==> config.mk <==
export PLATFORM = sky130hd
export DESIGN_NAME = lcd_rect_fill_command_generator_top
export DESIGN_NICKNAME = d
export VERILOG_FILES = /design/src/rtl/core/lcdrf_pkg.sv /design/src/rtl/core/lcdrf_emit.sv /design/src/rtl/core/lcd_rect_fill_command_generator_top.sv
export VERILOG_INCLUDE_DIRS = /design/src /design/src/rtl/core
export SDC_FILE = /design/constraint.sdc
export NUM_CORES = 1
export LEC_CHECK = 0
export BUFFER_PORTS_ARGS = -buffer_cell sky130_fd_sc_hd__buf_2
export CORE_ASPECT_RATIO = 1.2
export CORE_MARGIN = 10
export CORE_UTILIZATION = 25
export CTS_CLUSTER_DIAMETER = 60
export CTS_CLUSTER_SIZE = 28
export DETAILED_ROUTE_END_ITERATION = 12
export GPL_ROUTABILITY_DRIVEN = 0
export PLACE_DENSITY = 0.49
export SYNTH_ARGS = -nofsm -noshare
export SYNTH_HDL_FRONTEND = slang
export SYNTH_SLANG_ARGS = --single-unit
==> constraint.sdc <==
create_clock -name clk -period 6.08 [get_ports clk]
set_input_delay 0.608 -clock clk [delete_from_list [all_inputs] [get_ports clk]]
set_output_delay 0.608 -clock clk [all_outputs]
set_load 0.01 [all_outputs]
==> src/rtl/core/assert_macros.svh <==
// Assertion macros for the rectangle-fill command generator RTL
`ifndef ASSERT_MACROS_SVH
`define ASSERT_MACROS_SVH

// Check a property on every rising clock edge, held off while reset is low
`define ASSERT_CLK(label, prop, msg) \
    label: assert property (@(posedge clk) disable iff (!rst_n) (prop)) else $error(msg);

// Check a property on every rising clock edge, reset included
`define ASSERT_ALWAYS(label, prop, msg) \
    label: assert property (@(posedge clk) (prop)) else $error(msg);

`endif

==> src/rtl/core/lcdrf_pkg.sv <==
// Shared constants, types and register codes for the rectangle-fill command generator
package lcdrf_pkg;

    // Default native panel size
    localparam int PANEL_WIDTH_DEF  = 240;
    localparam int PANEL_HEIGHT_DEF = 320;

    // Field widths
    localparam int VAL_W   = 16;
    localparam int CNT_W   = 17;
    localparam int ADDR_W  = 8;
    localparam int COORD_W = 17;

    // Controller register addresses
    localparam logic [ADDR_W-1:0] REG_WIN_H_START = 8'h50;
    localparam logic [ADDR_W-1:0] REG_WIN_H_END   = 8'h51;
    localparam logic [ADDR_W-1:0] REG_WIN_V_START = 8'h52;
    localparam logic [ADDR_W-1:0] REG_WIN_V_END   = 8'h53;
    localparam logic [ADDR_W-1:0] REG_CURSOR_X    = 8'h20;
    localparam logic [ADDR_W-1:0] REG_CURSOR_Y    = 8'h21;
    localparam logic [ADDR_W-1:0] REG_GRAM        = 8'h22;

    // Request kinds
    localparam logic CMD_FILL  = 1'b0;
    localparam logic CMD_PIXEL = 1'b1;

    // Write sequence steps
    localparam int STEP_W = 4;
    localparam logic [STEP_W-1:0] STEP_WIN_X1   = 4'd0;
    localparam logic [STEP_W-1:0] STEP_WIN_X2   = 4'd1;
    localparam logic [STEP_W-1:0] STEP_WIN_Y1   = 4'd2;
    localparam logic [STEP_W-1:0] STEP_WIN_Y2   = 4'd3;
    localparam logic [STEP_W-1:0] STEP_CUR_X    = 4'd4;
    localparam logic [STEP_W-1:0] STEP_CUR_Y    = 4'd5;
    localparam logic [STEP_W-1:0] STEP_GRAM     = 4'd6;
    localparam logic [STEP_W-1:0] STEP_FULL_X1  = 4'd7;
    localparam logic [STEP_W-1:0] STEP_FULL_X2  = 4'd8;
    localparam logic [STEP_W-1:0] STEP_FULL_Y1  = 4'd9;
    localparam logic [STEP_W-1:0] STEP_FULL_Y2  = 4'd10;
    localparam logic [STEP_W-1:0] STEP_FULL_CX  = 4'd11;
    localparam logic [STEP_W-1:0] STEP_FULL_CY  = 4'd12;

    // One clipped, mapped request ready for the write sequencer
    typedef struct packed {
        logic             cmd;
        logic [VAL_W-1:0] a1;
        logic [VAL_W-1:0] a2;
        logic [VAL_W-1:0] b1;
        logic [VAL_W-1:0] b2;
        logic [VAL_W-1:0] cx;
        logic [VAL_W-1:0] cy;
        logic [VAL_W-1:0] color;
        logic [CNT_W-1:0] count;
    } lcdrf_item_t;

endpackage

==> src/rtl/core/lcdrf_emit.sv <==
// Write sequencer: turns one mapped request into its register writes, one per cycle while out_ready holds
module lcdrf_emit
    import lcdrf_pkg::*;
#(
    parameter int PANEL_WIDTH  = PANEL_WIDTH_DEF,
    parameter int PANEL_HEIGHT = PANEL_HEIGHT_DEF
)
(
    input  logic              clk,
    input  logic              rst_n,
    input  logic [1:0]        rotation,
    input  logic              item_valid,
    output logic              item_ready,
    input  lcdrf_item_t       item,
    output logic              out_valid,
    input  logic              out_ready,
    output logic [ADDR_W-1:0] out_addr,
    output logic [VAL_W-1:0]  out_value,
    output logic [CNT_W-1:0]  out_count,
    output logic              out_last
);

`include "assert_macros.svh"

    localparam logic [VAL_W-1:0] PW_MAX = VAL_W'(PANEL_WIDTH - 1);
    localparam logic [VAL_W-1:0] PH_MAX = VAL_W'(PANEL_HEIGHT - 1);

    logic              busy_reg, busy_next;
    logic [STEP_W-1:0] step_reg, step_next;
    lcdrf_item_t       item_reg;
    logic              out_valid_reg;
    logic [ADDR_W-1:0] out_addr_reg;
    logic [VAL_W-1:0]  out_value_reg;
    logic [CNT_W-1:0]  out_count_reg;
    logic              out_last_reg;

    logic              can_out;
    logic              fire;
    logic              final_step;
    logic              load;
    logic [ADDR_W-1:0] addr_sel;
    logic [VAL_W-1:0]  value_sel;
    logic [CNT_W-1:0]  count_sel;
    logic [VAL_W-1:0]  full_cx;
    logic [VAL_W-1:0]  full_cy;

    // Output register frees when empty or taken
    assign can_out    = !out_valid_reg || out_ready;
    assign fire       = busy_reg && can_out;
    assign final_step = (item_reg.cmd == CMD_PIXEL) ? (step_reg == STEP_GRAM)
                                                    : (step_reg == STEP_FULL_CY);
    assign item_ready = !busy_reg || (fire && final_step);
    assign load       = item_valid && item_ready;

    // Full-screen cursor corner for the current rotation
    assign full_cx = (rotation == 2'd1 || rotation == 2'd2) ? PW_MAX : '0;
    assign full_cy = rotation[1] ? PH_MAX : '0;

    // Select the write for the current step
    always_comb
    begin
        count_sel = CNT_W'(1);
        unique case (step_reg)
            STEP_WIN_X1:  begin addr_sel = REG_WIN_H_START; value_sel = item_reg.a1; end
            STEP_WIN_X2:  begin addr_sel = REG_WIN_H_END;   value_sel = item_reg.a2; end
            STEP_WIN_Y1:  begin addr_sel = REG_WIN_V_START; value_sel = item_reg.b1; end
            STEP_WIN_Y2:  begin addr_sel = REG_WIN_V_END;   value_sel = item_reg.b2; end
            STEP_CUR_X:   begin addr_sel = REG_CURSOR_X;    value_sel = item_reg.cx; end
            STEP_CUR_Y:   begin addr_sel = REG_CURSOR_Y;    value_sel = item_reg.cy; end
            STEP_GRAM:
            begin
                addr_sel  = REG_GRAM;
                value_sel = item_reg.color;
                count_sel = item_reg.count;
            end
            STEP_FULL_X1: begin addr_sel = REG_WIN_H_START; value_sel = '0;     end
            STEP_FULL_X2: begin addr_sel = REG_WIN_H_END;   value_sel = PW_MAX; end
            STEP_FULL_Y1: begin addr_sel = REG_WIN_V_START; value_sel = '0;     end
            STEP_FULL_Y2: begin addr_sel = REG_WIN_V_END;   value_sel = PH_MAX; end
            STEP_FULL_CX: begin addr_sel = REG_CURSOR_X;    value_sel = full_cx; end
            STEP_FULL_CY: begin addr_sel = REG_CURSOR_Y;    value_sel = full_cy; end
            default:      begin addr_sel = REG_GRAM;        value_sel = '0;     end
        endcase
    end

    // Advance the step, or load the next request
    always_comb
    begin
        busy_next = busy_reg;
        step_next = step_reg;
        if (load)
        begin
            busy_next = 1'b1;
            step_next = (item.cmd == CMD_PIXEL) ? STEP_CUR_X : STEP_WIN_X1;
        end
        else if (fire)
        begin
            if (final_step)
                busy_next = 1'b0;
            else
                step_next = step_reg + STEP_W'(1);
        end
    end

    // Hold the sequencer state
    always_ff @(posedge clk or negedge rst_n)
    begin
        if (!rst_n)
        begin
            busy_reg <= 1'b0;
            step_reg <= STEP_WIN_X1;
        end
        else
        begin
            busy_reg <= busy_next;
            step_reg <= step_next;
        end
    end

    // Capture the request payload
    always_ff @(posedge clk)
    begin
        if (load)
            item_reg <= item;
    end

    // Output register valid
    always_ff @(posedge clk or negedge rst_n)
    begin
        if (!rst_n)
            out_valid_reg <= 1'b0;
        else if (can_out)
            out_valid_reg <= fire;
    end

    // Output register payload
    always_ff @(posedge clk)
    begin
        if (fire)
        begin
            out_addr_reg  <= addr_sel;
            out_value_reg <= value_sel;
            out_count_reg <= count_sel;
            out_last_reg  <= final_step;
        end
    end

    assign out_valid = out_valid_reg;
    assign out_addr  = out_addr_reg;
    assign out_value = out_value_reg;
    assign out_count = out_count_reg;
    assign out_last  = out_last_reg;

    `ASSERT_CLK(a_step_range, busy_reg |-> (step_reg <= STEP_FULL_CY), "step beyond sequence end")
    `ASSERT_CLK(a_pixel_steps, (busy_reg && item_reg.cmd == CMD_PIXEL) |-> (step_reg >= STEP_CUR_X && step_reg <= STEP_GRAM), "pixel request outside cursor steps")
    `ASSERT_CLK(a_last_addr, (out_valid_reg && out_last_reg) |-> (out_addr_reg == REG_CURSOR_Y || out_addr_reg == REG_GRAM), "final write has wrong register")
    `ASSERT_CLK(a_load_idle, (item_valid && busy_reg && !fire) |=> ($stable(step_reg) && busy_reg), "sequencer moved while stalled")

endmodule

==> src/rtl/core/lcd_rect_fill_command_generator_top.sv <==
// Top level: clip and map pipeline feeding the register write sequencer
// The first register write passes through stages 1 to 4, the sequencer step register and its output register.
// A fill makes 13 register writes and a pixel 3, issued one write per cycle while m_tready allows;
// a request that clips away takes one pipeline slot and no output write.
// The four-stage clip/map pipeline keeps taking requests while the sequencer works, until it fills.
// Reset (rst_n low, asynchronous) empties the pipeline and sets rotation to 0.
module lcd_rect_fill_command_generator_top
    import lcdrf_pkg::*;
#(
    parameter int PANEL_WIDTH  = PANEL_WIDTH_DEF,
    parameter int PANEL_HEIGHT = PANEL_HEIGHT_DEF
)
(
    input  logic        clk,
    input  logic        rst_n,
    input  logic        cfg_valid,
    output logic        cfg_ready,
    input  logic [1:0]  cfg_data,     // rotation
    input  logic        s_tvalid,
    output logic        s_tready,
    input  logic [79:0] s_tdata,      // pos_x, pos_y, rect_width, rect_height, pixel_color
    input  logic        s_tuser,      // command
    output logic        m_tvalid,
    input  logic        m_tready,
    output logic [47:0] m_tdata,      // register_address, register_value, repeat_count, zero pad
    output logic        m_tlast       // last
);

    localparam logic signed [COORD_W-1:0] PW_S = COORD_W'(PANEL_WIDTH);
    localparam logic signed [COORD_W-1:0] PH_S = COORD_W'(PANEL_HEIGHT);
    localparam logic [VAL_W-1:0] PW_MAX = VAL_W'(PANEL_WIDTH - 1);
    localparam logic [VAL_W-1:0] PH_MAX = VAL_W'(PANEL_HEIGHT - 1);

    logic [1:0] rotation_reg;

    // Stage 1: corners
    logic                      s1_valid_reg;
    logic                      s1_cmd_reg;
    logic signed [COORD_W-1:0] s1_x1_reg, s1_y1_reg, s1_x2_reg, s1_y2_reg;
    logic                      s1_size_ok_reg;
    logic [VAL_W-1:0]          s1_color_reg;
    // Stage 2: clipped corners
    logic                      s2_valid_reg;
    logic                      s2_vis_reg;
    logic                      s2_cmd_reg;
    logic [VAL_W-1:0]          s2_x1_reg, s2_y1_reg, s2_x2_reg, s2_y2_reg;
    logic [VAL_W-1:0]          s2_color_reg;
    // Stage 3: native window and size
    logic                      s3_valid_reg;
    logic                      s3_vis_reg;
    lcdrf_item_t               s3_item_reg;
    logic [VAL_W-1:0]          s3_w_reg, s3_h_reg;
    // Stage 4: pixel count
    logic                      s4_valid_reg;
    lcdrf_item_t               s4_item_reg;
    lcdrf_item_t               s4_item_next;

    logic s1_ready, s2_ready, s3_ready, s4_ready;
    logic s_accept;

    logic signed [COORD_W-1:0] in_x, in_y, in_w, in_h;
    logic signed [COORD_W-1:0] lw, lh;
    logic                      vis;
    logic signed [COORD_W-1:0] cx1, cy1, cx2, cy2;
    logic [VAL_W-1:0]          a1, a2, b1, b2, ccx, ccy;
    logic [2*VAL_W-1:0]        product;

    logic              emit_ready;
    logic [ADDR_W-1:0] out_addr;
    logic [VAL_W-1:0]  out_value;
    logic [CNT_W-1:0]  out_count;

    // Hold the rotation register
    assign cfg_ready = 1'b1;
    always_ff @(posedge clk or negedge rst_n)
    begin
        if (!rst_n)
            rotation_reg <= 2'd0;
        else if (cfg_valid)
            rotation_reg <= cfg_data;
    end

    // Stage handshakes: a stage takes new data when empty or draining
    assign s4_ready = !s4_valid_reg || emit_ready;
    assign s3_ready = !s3_valid_reg || s4_ready;
    assign s2_ready = !s2_valid_reg || s3_ready;
    assign s1_ready = !s1_valid_reg || s2_ready;
    assign s_tready = s1_ready;
    assign s_accept = s_tvalid && s1_ready;

    // Stage 1: widen inputs and form right and bottom edges
    assign in_x = COORD_W'(signed'(s_tdata[15:0]));
    assign in_y = COORD_W'(signed'(s_tdata[31:16]));
    assign in_w = COORD_W'(signed'(s_tdata[47:32]));
    assign in_h = COORD_W'(signed'(s_tdata[63:48]));

    always_ff @(posedge clk or negedge rst_n)
    begin
        if (!rst_n)
            s1_valid_reg <= 1'b0;
        else if (s1_ready)
            s1_valid_reg <= s_tvalid;
    end

    always_ff @(posedge clk)
    begin
        if (s_accept)
        begin
            s1_cmd_reg   <= s_tuser;
            s1_x1_reg    <= in_x;
            s1_y1_reg    <= in_y;
            s1_color_reg <= s_tdata[79:64];
            if (s_tuser == CMD_PIXEL)
            begin
                s1_x2_reg      <= in_x;
                s1_y2_reg      <= in_y;
                s1_size_ok_reg <= 1'b1;
            end
            else
            begin
                s1_x2_reg      <= in_x + in_w - COORD_W'(1);
                s1_y2_reg      <= in_y + in_h - COORD_W'(1);
                s1_size_ok_reg <= (in_w > 0) && (in_h > 0);
            end
        end
    end

    // Stage 2: visibility test and clipping to the logical screen
    assign lw = rotation_reg[0] ? PH_S : PW_S;
    assign lh = rotation_reg[0] ? PW_S : PH_S;
    assign vis = s1_size_ok_reg && (s1_x1_reg < lw) && (s1_y1_reg < lh)
                 && (s1_x2_reg >= 0) && (s1_y2_reg >= 0);
    assign cx1 = (s1_x1_reg < 0) ? '0 : s1_x1_reg;
    assign cy1 = (s1_y1_reg < 0) ? '0 : s1_y1_reg;
    assign cx2 = (s1_x2_reg >= lw) ? lw - COORD_W'(1) : s1_x2_reg;
    assign cy2 = (s1_y2_reg >= lh) ? lh - COORD_W'(1) : s1_y2_reg;

    always_ff @(posedge clk or negedge rst_n)
    begin
        if (!rst_n)
            s2_valid_reg <= 1'b0;
        else if (s2_ready)
            s2_valid_reg <= s1_valid_reg;
    end

    always_ff @(posedge clk)
    begin
        if (s2_ready && s1_valid_reg)
        begin
            s2_vis_reg   <= vis;
            s2_cmd_reg   <= s1_cmd_reg;
            s2_x1_reg    <= cx1[VAL_W-1:0];
            s2_y1_reg    <= cy1[VAL_W-1:0];
            s2_x2_reg    <= cx2[VAL_W-1:0];
            s2_y2_reg    <= cy2[VAL_W-1:0];
            s2_color_reg <= s1_color_reg;
        end
    end

    // Stage 3: map logical corners to native panel coordinates
    always_comb
    begin
        unique case (rotation_reg)
            2'd1:
            begin
                a1 = PW_MAX - s2_y2_reg; a2 = PW_MAX - s2_y1_reg;
                b1 = s2_x1_reg;          b2 = s2_x2_reg;
                ccx = a2; ccy = b1;
            end
            2'd2:
            begin
                a1 = PW_MAX - s2_x2_reg; a2 = PW_MAX - s2_x1_reg;
                b1 = PH_MAX - s2_y2_reg; b2 = PH_MAX - s2_y1_reg;
                ccx = a2; ccy = b2;
            end
            2'd3:
            begin
                a1 = s2_y1_reg;          a2 = s2_y2_reg;
                b1 = PH_MAX - s2_x2_reg; b2 = PH_MAX - s2_x1_reg;
                ccx = a1; ccy = b2;
            end
            default:
            begin
                a1 = s2_x1_reg; a2 = s2_x2_reg;
                b1 = s2_y1_reg; b2 = s2_y2_reg;
                ccx = a1; ccy = b1;
            end
        endcase
    end

    always_ff @(posedge clk or negedge rst_n)
    begin
        if (!rst_n)
            s3_valid_reg <= 1'b0;
        else if (s3_ready)
            s3_valid_reg <= s2_valid_reg;
    end

    always_ff @(posedge clk)
    begin
        if (s3_ready && s2_valid_reg)
        begin
            s3_vis_reg        <= s2_vis_reg;
            s3_item_reg.cmd   <= s2_cmd_reg;
            s3_item_reg.a1    <= a1;
            s3_item_reg.a2    <= a2;
            s3_item_reg.b1    <= b1;
            s3_item_reg.b2    <= b2;
            s3_item_reg.cx    <= ccx;
            s3_item_reg.cy    <= ccy;
            s3_item_reg.color <= s2_color_reg;
            s3_item_reg.count <= '0;
            s3_w_reg          <= s2_x2_reg - s2_x1_reg + VAL_W'(1);
            s3_h_reg          <= s2_y2_reg - s2_y1_reg + VAL_W'(1);
        end
    end

    // Stage 4: pixel count; drop requests that clip away
    assign product = s3_w_reg * s3_h_reg;

    always_comb
    begin
        s4_item_next       = s3_item_reg;
        s4_item_next.count = product[CNT_W-1:0];
    end

    always_ff @(posedge clk or negedge rst_n)
    begin
        if (!rst_n)
            s4_valid_reg <= 1'b0;
        else if (s4_ready)
            s4_valid_reg <= s3_valid_reg && s3_vis_reg;
    end

    always_ff @(posedge clk)
    begin
        if (s4_ready && s3_valid_reg)
            s4_item_reg <= s4_item_next;
    end

    // Register write sequencer
    lcdrf_emit #(
        .PANEL_WIDTH  (PANEL_WIDTH),
        .PANEL_HEIGHT (PANEL_HEIGHT)
    ) u_emit (
        .clk        (clk),
        .rst_n      (rst_n),
        .rotation   (rotation_reg),
        .item_valid (s4_valid_reg),
        .item_ready (emit_ready),
        .item       (s4_item_reg),
        .out_valid  (m_tvalid),
        .out_ready  (m_tready),
        .out_addr   (out_addr),
        .out_value  (out_value),
        .out_count  (out_count),
        .out_last   (m_tlast)
    );

    assign m_tdata = {7'd0, out_count, out_value, out_addr};

endmodule
==> results.md, run 1 <==
* Tmin final at 5.68 ns
* CP arrival at 6.01 ns
* Critical path type: flop to flop
* Largest net degree at the start of global routing at 92
* Register area share after synthesis at 57.2%
* Setup TNS at 0 ns
* Via Count at 19,737
* CP Launch Point: s3_w_reg[8]$_DFFE_PP_
* Hold_sp: s_tdata[70]
* HPWL Detailed at 64,600 um
* DRT Pass-1 Iters at 5
* GR Overflow Total at 0
* Mapped Area at 32,600 um^2
* Async set-or-reset flop fraction in the synthesized netlist at 1.93%
* Initial cell density of the core at 25.1%
* Share of cells above drive strength 1 at 9.84%
* I/O pin total at 140
* Hold crit path type: input pin to flop
* Slew HR at 27.5%
* CP bufs+invs at 4
* Die height at 415 um
* Die ar. at 145,000 um^2
* Worst path max stage delay at 0.55 ns
* Initial antenna violation count at 31
* Area grow syn2layout at 12.4%
* Clk_lat worst skew at 0.61 ns
* Wirelength per Cell at 18.7 um
* Routed Antenna Nets at 0
* H-tree Lvls at 2
* Synth cell count leaders: edfxtp_1, inv_1, nand2_1
* GRT Total Usage at 11.3%
* Mapped Cells at 2,641
* Reg clk slew, reported paths at 0.10 ns
* Ys Warns at 0
* Root buffer cell: clkbuf_16
* CP Cell Sequence: and2_1 > fa_1 > inv_1 > fa_1 > fa_1 > inv_1 > fa_1 > fa_1 > inv_1 > fa_1 > inv_1 > ha_1 > or2_2 > a21o_1 > a21oi_1 > a21oi_1 > o21a_1 > xnor2_1
* Postcts setup bufs at 0
* Critical Path RT at 6.41 ns
* First-pass GRT wire length at 126,000 um
* Via density at 4.43
* Number of max-cap violations at 0
* CP most frequent cell: fa_1
* CP Launch Type: flop
* Filler cell count at 13,212
* Period utilization at 93.5%
* TritonCTS clock tree: done
* Worst Path Max Fanout at 9
* EDFF count, synth at 610
* I/O Buffers at 128
* Count of final setup violators at 0
* Final hold vios at 0
* Peak Freq at 176 MHz
* Clock Skew at 0.0277 ns
* 1st-iter DRT viols at 1,486
* Clock sinks at 622
* Die Span X at 349 um
* Worst Tran Pin Value at 1.09 ns
* Nets@finish at 3,127
* Yosys cell types at 78
* Max-slew violation count at 0
* Top post-synthesis cells by area: edfxtp_1, ha_1, fa_1, inv_1, xnor2_1
* RSZ-0062 raised after global routing: false
* Largest area contributor in the netlist: edfxtp_1
* # rows at 145
* Synthesized flop and latch total at 622
* Area of the multi-input gates at 12,300 um^2
* Total Wirelength at 83,400 um
* Vias in the first global route at 20,124
* Top-count cell post-synth: edfxtp_1
* CTS Buf Count at 38
* Crit path max-delay family: adder cells
* Slowest cell on crit path: edfxtp_1
* Clk buf depth at 3
* Top FF cell, synth: edfxtp_1
* Status: completed
* CP Capture Type: flop
* Yosys top cell area share at 56.2%
* DRC Markers at 0
* R2R Path Start: s3_w_reg[8]$_DFFE_PP_
* CORE AREA at 130,000 um^2
* Syn_area_per_cell at 12.3 um^2
* FF/Latch Area at 18,600 um^2
## cell type report
| type | instances | area share, % |
|---|---|---|
| flip-flops and latches | 622 | 50.9 |
| clock buffers | 38 | 2.60 |
| diodes | 4 | 0.0274 |
| multi-input cells | 1579 | 33.5 |
| well taps | 1690 | 5.78 |
| clock inverters | 26 | 1.21 |
| inverters | 341 | 3.50 |
| repair buffers | 159 | 2.46 |
## what timing repair did
item | CTS | global route
gates resized for setup | 0 | 0
hold buffers | 1 | 0
endpoints found under the hold margin | 12 | 0
## cells in the final DEF (no fill, tap or decap), drive strengths merged, types with 32 or more instances in the layout
cell,instances
edfxtp,610
inv,352
nand2,215
ha,200
buf,158
a21oi,143
nor2,115
xnor2,103
fa,98
and2,97
o21ai,75
a22oi,58
nor2b,46
xor2,39
clkbuf,38
nand3,36
a31oi,32
## path summary, 6_finish.rpt
kind	depth (start not counted)	endpoint	slack, ns
max	18	s4_item_reg[16]$_DFFE_PP_	0.40
min	1	s1_color_reg[6]$_DFFE_PP_	0.16
max reg2reg	18	s4_item_reg[16]$_DFFE_PP_	0.40
min reg2reg	0	u_emit.item_reg[12]$_DFFE_PP_	0.40
max in group asynchronous	2	s4_valid_reg$_DFFE_PN0P_	5.41
min in group asynchronous	2	u_emit.step_reg[3]$_DFFE_PN0P_	0.44
## metal layers
| layer | vias up | share of wire [%] | track usage [%] |
|---|---|---|---|
| met5 | - | 0.26 | 0 |
| met3 | 160 | 4.7 | 2.13 |
| li1 | 9489 | - | - |
| met1 | 9599 | 40 | 13.3 |
| met4 | 38 | 3.0 | 3.50 |
| met2 | 451 | 52 | 20.4 |
## cells by family after synthesis
family,after synthesis,synth area share [%]
flip-flops,622,57.2
AND/OR/NAND/NOR,622,9.32
AO/OA/AOI/OAI,476,9.71
buffers and inverters,451,5.36
adder cells (fa/ha/maj),298,13.7
XOR/XNOR,142,3.82
multiplexers,28,0.895
other,2,0.0231
## stage by stage
step	worst slack, ns	util, %	instances	hold WS, ns	area (um^2)
after floorplan	0.429	-	2652	0.312	32600
after global placement	0.422	27.1	4390	0.401	35200
after detailed placement	0.396	27.1	4390	0.405	35200
after CTS	0.352	28.2	4455	0.118	36600
after global routing	0.156	28.2	4456	0.131	36600
final	0.397	28.2	4459	0.164	36600
Power of run 1 is left out: the tool's default activity adds up to more than one toggle a clock period on the data nets, which glitch-free logic cannot reach.
==> run 2: changes to the inputs <==
--- a/config.mk
+++ b/config.mk
@@ -14,7 +14,7 @@
 export CTS_CLUSTER_SIZE = 28
 export DETAILED_ROUTE_END_ITERATION = 12
 export GPL_ROUTABILITY_DRIVEN = 0
-export PLACE_DENSITY = 0.49
+export PLACE_DENSITY = 0.5
 export SYNTH_ARGS = -nofsm -noshare
 export SYNTH_HDL_FRONTEND = slang
 export SYNTH_SLANG_ARGS = --single-unit
==> run 2 against run 1 <==
  * Final area is 0.11% lower
  * Non-clock buffer count is 4 lower
  * First-iteration DRC count is 1.7% lower
  * Sequential share of layout area is 0.057 points higher
  * Wire length is 1.5% lower
  * Global-route usage is 0.19 points lower
==> results.md, run 2 (synthesized netlist as in run 1, its figures left out) <==
* Status: completed
* Clock Skew at 0.0472 ns (+0.0195 ns)
* RSZ-0062 raised after global routing: false
* Filler cell count at 13,151 (-0.46%)
* Tmin final at 5.61 ns (-0.0749 ns)
* Placed cell count at 4,386 (-0.091%)
* DRT Pass-1 Iters at 5 (unchanged)
* Max-slew violation count at 0 (unchanged)
* Most frequent cells in the layout: edfxtp_1, inv_1, nand2_1
* Postcts setup bufs at 0 (unchanged)
* Post-cts hold buffer count at 1 (unchanged)
* Clk_lat worst skew at 0.63 ns (+0.02 ns)
* Initial cell density of the core at 25.1% (unchanged)
* CP arrival at 5.94 ns (-0.07 ns)
* First-pass GRT wire length at 124,000 um (-1.1%)
* CP Capture Type: flop
* Die height at 415 um (unchanged)
* Die Span X at 349 um (unchanged)
* GR Overflow Total at 0 (unchanged)
* Reg clk slew, reported paths at 0.10 ns (about the same)
* GRT Total Usage at 11.1% (-0.19 points)
* Slew HR at 28.7% (+1.2 points)
* TritonCTS clock tree: done
* DRC Markers at 0 (unchanged)
* CORE AREA at 130,000 um^2 (unchanged)
* H-tree Lvls at 2 (unchanged)
* # rows at 145 (unchanged)
* Worst Tran Pin Value at 1.07 ns (-0.0176 ns)
* Via Count at 19,555 (-0.92%)
* Worst Path Max Fanout at 9 (unchanged)
* Root buffer cell: clkbuf_16
* Peak Freq at 178 MHz (+1.3%)
* Via density at 4.39 (-0.86%)
* Period utilization at 92.2% (-1.2 points)
* Vias in the first global route at 19,769 (-1.8%)
* Area of the multi-input gates at 12,300 um^2 (unchanged)
* Final cell count without fillers at 4,456 (-0.067%)
* Number of max-cap violations at 0 (unchanged)
* Hold crit path type: input pin to flop
* Nets@finish at 3,123 (-0.13%)
* Final hold vios at 0 (unchanged)
* Count of final setup violators at 0 (unchanged)
* CTS resizes at 0 (unchanged)
* Utilization after layout at 28.2% (-0.032 points)
* Most common cell after layout, fill and taps aside: edfxtp_1
* I/O pin total at 140 (unchanged)
* Initial antenna violation count at 30 (-3.2%)
* HPWL Detailed at 63,100 um (-2.3%)
* CTS Buf Count at 38 (unchanged)
* Total Wirelength at 82,200 um (-1.5%)
* Clk buf depth at 3 (unchanged)
* Critical Path RT at 6.41 ns (about the same)
* Largest net degree at the start of global routing at 96 (+4.3%)
* Area grow syn2layout at 12.2%
* Die ar. at 145,000 um^2 (unchanged)
* I/O Buffers at 128 (unchanged)
* R2R Setup Slk at 0.47 ns (+0.07 ns)
* Clock sinks at 622 (unchanged)
* Critical path type: flop to flop
* Setup TNS at 0 ns (unchanged)
* FF/Latch Area at 18,600 um^2 (unchanged)
* 1st-iter DRT viols at 1,461 (-1.7%)
* Share of cells above drive strength 1 at 9.70% (-0.14 points)
* Wirelength per Cell at 18.4 um (-1.5%)
* CP Launch Type: flop
* Routed Antenna Nets at 0 (unchanged)
-- run 2: cell count changes in the layout (fill, tap and decap cells not counted), sizes merged --
cell,before,now
inv,352,353
bufinv,3,1
clkbuf,38,40
diode,4,3
buf,158,154
clkinv,12,13
-- run 2: metrics by stage --
| stage | hold slack (ns) | area (um^2) | setup slack, ns |
|---|---|---|---|
| floorplan | 0.312 | 32600 | 0.429 |
| global placement | 0.401 | 35200 | 0.474 |
| detailed placement | 0.405 | 35200 | 0.468 |
| CTS | 0.0884 | 36500 | 0.437 |
| global route | 0.101 | 36500 | 0.225 |
| finish | 0.141 | 36600 | 0.472 |
-- run 2: final timing paths --
kind                                       startpoint                             end  depth (start not counted)
hold / removal                            s_tdata[70]       s1_color_reg[6]$_DFFE_PP_                          1
setup / recovery                s3_w_reg[8]$_DFFE_PP_       s4_item_reg[16]$_DFFE_PP_                         18
max in group asynchronous                       rst_n  u_emit.step_reg[3]$_DFFE_PN0P_                          2
setup reg to reg                s3_w_reg[8]$_DFFE_PP_       s4_item_reg[16]$_DFFE_PP_                         18
hold reg to reg            s3_item_reg[118]$_DFFE_PP_      s4_item_reg[118]$_DFFE_PP_                          0
min in group asynchronous                       rst_n     rotation_reg[0]$_DFFE_PN0P_                          2
-- run 2: critical path, stage by stage, from the launching register on --
cell and delay (ns):
edfxtp_1 0.53, and2_1 0.24, fa_1 0.50, inv_1 0.06
fa_1 0.52, fa_1 0.53, inv_1 0.05, fa_1 0.47
fa_1 0.54, inv_1 0.05, fa_1 0.53, inv_1 0.04
ha_1 0.31, or2_2 0.31, a21o_1 0.21, a21oi_1 0.15
a21oi_1 0.05, o21a_1 0.13, xnor2_1 0.12
-- run 2: final cells by class --
type	instances	area share [%]
Sequential cell	622	50.9
Multi-Input combinational cell	1579	33.6
Tap cell	1690	5.79
Inverter	341	3.51
Clock buffer	40	2.62
Timing Repair Buffer	155	2.45
Clock inverter	26	1.10
Antenna cell	3	0.0205
-- run 2: layer usage --
layer / vias to the layer above / GRT usage, % / wire, um / part of all wire [%]
li1: 9481 / - / - / -
met1: 9446 / 13.4 / 34200 / 42
met2: 455 / 19.9 / 41900 / 51
met3: 147 / 1.92 / 3660 / 4.5
met4: 26 / 3.11 / 2260 / 2.8
met5: - / 0 / 154 / 0.19
Power of run 2 is left out for the same reason.
==> run 3: changes to the inputs <==
--- a/config.mk
+++ b/config.mk
@@ -7,6 +7,8 @@
 export NUM_CORES = 1
 export LEC_CHECK = 0
 export BUFFER_PORTS_ARGS = -buffer_cell sky130_fd_sc_hd__buf_2
+export CELL_PAD_IN_SITES_DETAIL_PLACEMENT = 1
+export CELL_PAD_IN_SITES_GLOBAL_PLACEMENT = 1
 export CORE_ASPECT_RATIO = 1.2
 export CORE_MARGIN = 10
 export CORE_UTILIZATION = 25
@@ -14,7 +16,7 @@
 export CTS_CLUSTER_SIZE = 28
 export DETAILED_ROUTE_END_ITERATION = 12
 export GPL_ROUTABILITY_DRIVEN = 0
-export PLACE_DENSITY = 0.5
+export PLACE_DENSITY = 0.57
 export SYNTH_ARGS = -nofsm -noshare
 export SYNTH_HDL_FRONTEND = slang
 export SYNTH_SLANG_ARGS = --single-unit
==> run 3 against run 2 <==
  * First-iteration DRC count down 17%
  * Via count increased by 1.8%
  * Critical path depth did not move
  * Wire length increased by 6.1%
  * Sequential share of layout area is 0.15 points lower
  * Count of clock-buffer cells in the layout rose by 1
  * Hold slack lost 0.0043 ns
  * Global-route usage increased by 0.78 points
  * Non-clock buffer count is 11 higher
  * Sequential cell count stayed put
  * Final area grew 0.30%
  * Utilization rose by 0.084 points
==> results.md, run 3 (synthesized netlist as in run 1, its figures left out) <==
* Peak VDD IR at 1.49 mV
* DRC Markers at 0 (unchanged)
* Postcts setup bufs at 0 (unchanged)
* Via density at 4.45 (+1.5%)
* Die Span X at 349 um (unchanged)
* Period utilization at 90.2% (-2.0 points)
* Crit path max-delay family: adder cells
* Peak Freq at 182 MHz (+2.2%)
* I/O Buffers at 128 (unchanged)
* Design Area, Final at 36,700 um^2 (+0.30%)
* Filler cell count at 14,171 (+7.8%)
* Wirelength per Cell at 19.5 um (+5.8%)
* Die ar. at 145,000 um^2 (unchanged)
* RSZ-0062 raised after global routing: false
* First-pass GRT wire length at 133,000 um (+6.6%)
* Post-cts hold buffer count at 1 (unchanged)
* Clock Skew at 0.0593 ns (+0.0121 ns)
* Total Wirelength at 87,200 um (+6.1%)
* Utilization after layout at 28.3% (+0.084 points)
* CP Cell Sequence: and2_1 > fa_1 > inv_1 > fa_1 > fa_1 > inv_1 > fa_1 > fa_1 > inv_1 > fa_1 > inv_1 > ha_1 > or2_2 > a21o_1 > a21oi_1 > a21oi_1 > o21a_1 > xnor2_1
* GR Overflow Total at 0 (unchanged)
* Setup TNS at 0 ns (unchanged)
* Area grow syn2layout at 12.6%
* Die height at 415 um (unchanged)
* CP most frequent cell: fa_1
* 1st-iter DRT viols at 1,212 (-17%)
* Clk_lat worst skew at 0.64 ns (about the same)
* Tmin final at 5.49 ns (-0.121 ns)
* Critical Path RT at 6.41 ns (about the same)
* H-tree Lvls at 2 (unchanged)
* Reg clk slew, reported paths at 0.10 ns (about the same)
* TritonCTS clock tree: done
* GRT Total Usage at 11.9% (+0.78 points)
* Final hold vios at 0 (unchanged)
* Clk buf depth at 3 (unchanged)
* CP arrival at 5.82 ns (-0.12 ns)
* Initial antenna violation count at 24 (-20%)
* CORE AREA at 130,000 um^2 (unchanged)
* Status: completed
* Routed Antenna Nets at 0 (unchanged)
* Hold crit path type: input pin to flop
* Most common cell after layout, fill and taps aside: edfxtp_1
* CTS resizes at 0 (unchanged)
* Placed cell count at 4,397 (+0.25%)
* HPWL Detailed at 68,100 um (+7.9%)
* Number of max-cap violations at 0 (unchanged)
* CTS Buf Count at 39 (+2.6%)
* CP bufs+invs at 4 (unchanged)
* Worst Path Max Fanout at 3 (-6)
* FF/Latch Area at 18,600 um^2 (unchanged)
* Share of cells above drive strength 1 at 10.0% (+0.35 points)
* # rows at 145 (unchanged)
* Slowest cell on crit path: fa_1
* Area of the multi-input gates at 12,300 um^2 (about the same)
* Largest net degree at the start of global routing at 93 (-3.1%)
* CP Capture Type: flop
* Worst path max stage delay at 0.55 ns (about the same)
* Most frequent cells in the layout: edfxtp_1, inv_1, nand2_1
* Pleak at 0.0138 uW
* Initial cell density of the core at 25.1% (unchanged)
* Placed cell areas at 35,200 um^2 (+0.16%)
* DRT Pass-1 Iters at 6 (+1)
* Power Total at 23,900 uW
* Worst Tran Pin Value at 1.11 ns (+0.0366 ns)
* Root buffer cell: clkbuf_16
* Slew HR at 25.9% (-2.8 points)
* CP Launch Type: flop
* Cell area power density at 653 nW/um^2
* Clock sinks at 622 (unchanged)
* Via Count at 19,900 (+1.8%)
* Final cell count without fillers at 4,468 (+0.27%)
* Max-slew violation count at 0 (unchanged)
* Vias in the first global route at 21,182 (+7.1%)
* Count of final setup violators at 0 (unchanged)
* Nets@finish at 3,135 (+0.38%)
* Critical path type: flop to flop
* I/O pin total at 140 (unchanged)
run 3: changes by cell type in the layout (fill, tap and decap cells not counted), moves of 2 or more:
cell,before,now
buf_12,4,2
buf_4,22,35
clkinv_1,2,4
clkinv_2,3,0
clkinvlp_4,0,3
diode_2,3,1
inv_16,3,5
inv_6,6,3
run 3: through the flow:
step | setup slack, ns | hold WS (ns)
6_report | 0.593 | 0.137
4_1_cts | 0.559 | 0.0905
2_1_floorplan | 0.429 | 0.312
3_5_place_dp | 0.572 | 0.405
5_1_grt | 0.285 | 0.107
3_3_place_gp | 0.590 | 0.400
run 3: worst register-to-register path, stage by stage (launching register included):
cell and delay (ns):
edfxtp_1 0.39, and2_1 0.19, fa_1 0.54, inv_1 0.06
fa_1 0.52, fa_1 0.54, inv_1 0.06, fa_1 0.48
fa_1 0.55, inv_1 0.05, fa_1 0.53, inv_1 0.04
ha_1 0.31, or2_2 0.31, a21o_1 0.22, a21oi_1 0.15
a21oi_1 0.05, o21a_1 0.13, xnor2_1 0.12
run 3: final cells by class:
cell class	instances	area share (%)
antenna	1	0.00683
clock buffer	41	2.68
clock inverter	28	1.18
inverter	341	3.50
multi-input combinational	1579	33.5
sequential	622	50.8
tap	1690	5.77
timing repair buffer	166	2.60
run 3: final timing paths:
kind | cells past startpoint | to | slack, ns | startpoint
setup / recovery | 18 | s4_item_reg[16]$_DFFE_PP_ | 0.59 | s3_w_reg[7]$_DFFE_PP_
hold / removal | 1 | s1_color_reg[13]$_DFFE_PP_ | 0.14 | s_tdata[77]
setup reg to reg | 18 | s4_item_reg[16]$_DFFE_PP_ | 0.59 | s3_w_reg[7]$_DFFE_PP_
hold reg to reg | 0 | u_emit.item_reg[13]$_DFFE_PP_ | 0.40 | s4_item_reg[13]$_DFFE_PP_
max in group asynchronous | 2 | rotation_reg[1]$_DFFE_PN0P_ | 5.41 | rst_n
min in group asynchronous | 2 | u_emit.step_reg[3]$_DFFE_PN0P_ | 0.42 | rst_n
run 3: layer usage:
| metal | wire length, um | track usage (%) | vias up |
|---|---|---|---|
| met5 | 101 | 0 | - |
| met4 | 2820 | 3.83 | 18 |
| met3 | 2980 | 1.73 | 145 |
| met2 | 44800 | 21.5 | 332 |
| met1 | 36500 | 14.2 | 9915 |
| li1 | - | - | 9490 |
run 3: power by group:
group / internal [uW] / total [uW] / leakage, uW / switching [uW]
sequential: 6550 / 7150 / 0.00573 / 601
clock: 1350 / 3000 / 0.000668 / 1650
combinational: 6030 / 13800 / 0.00741 / 7740
total: 13900 / 23900 / 0.0138 / 9990
(Power assumes the default switching activity.)
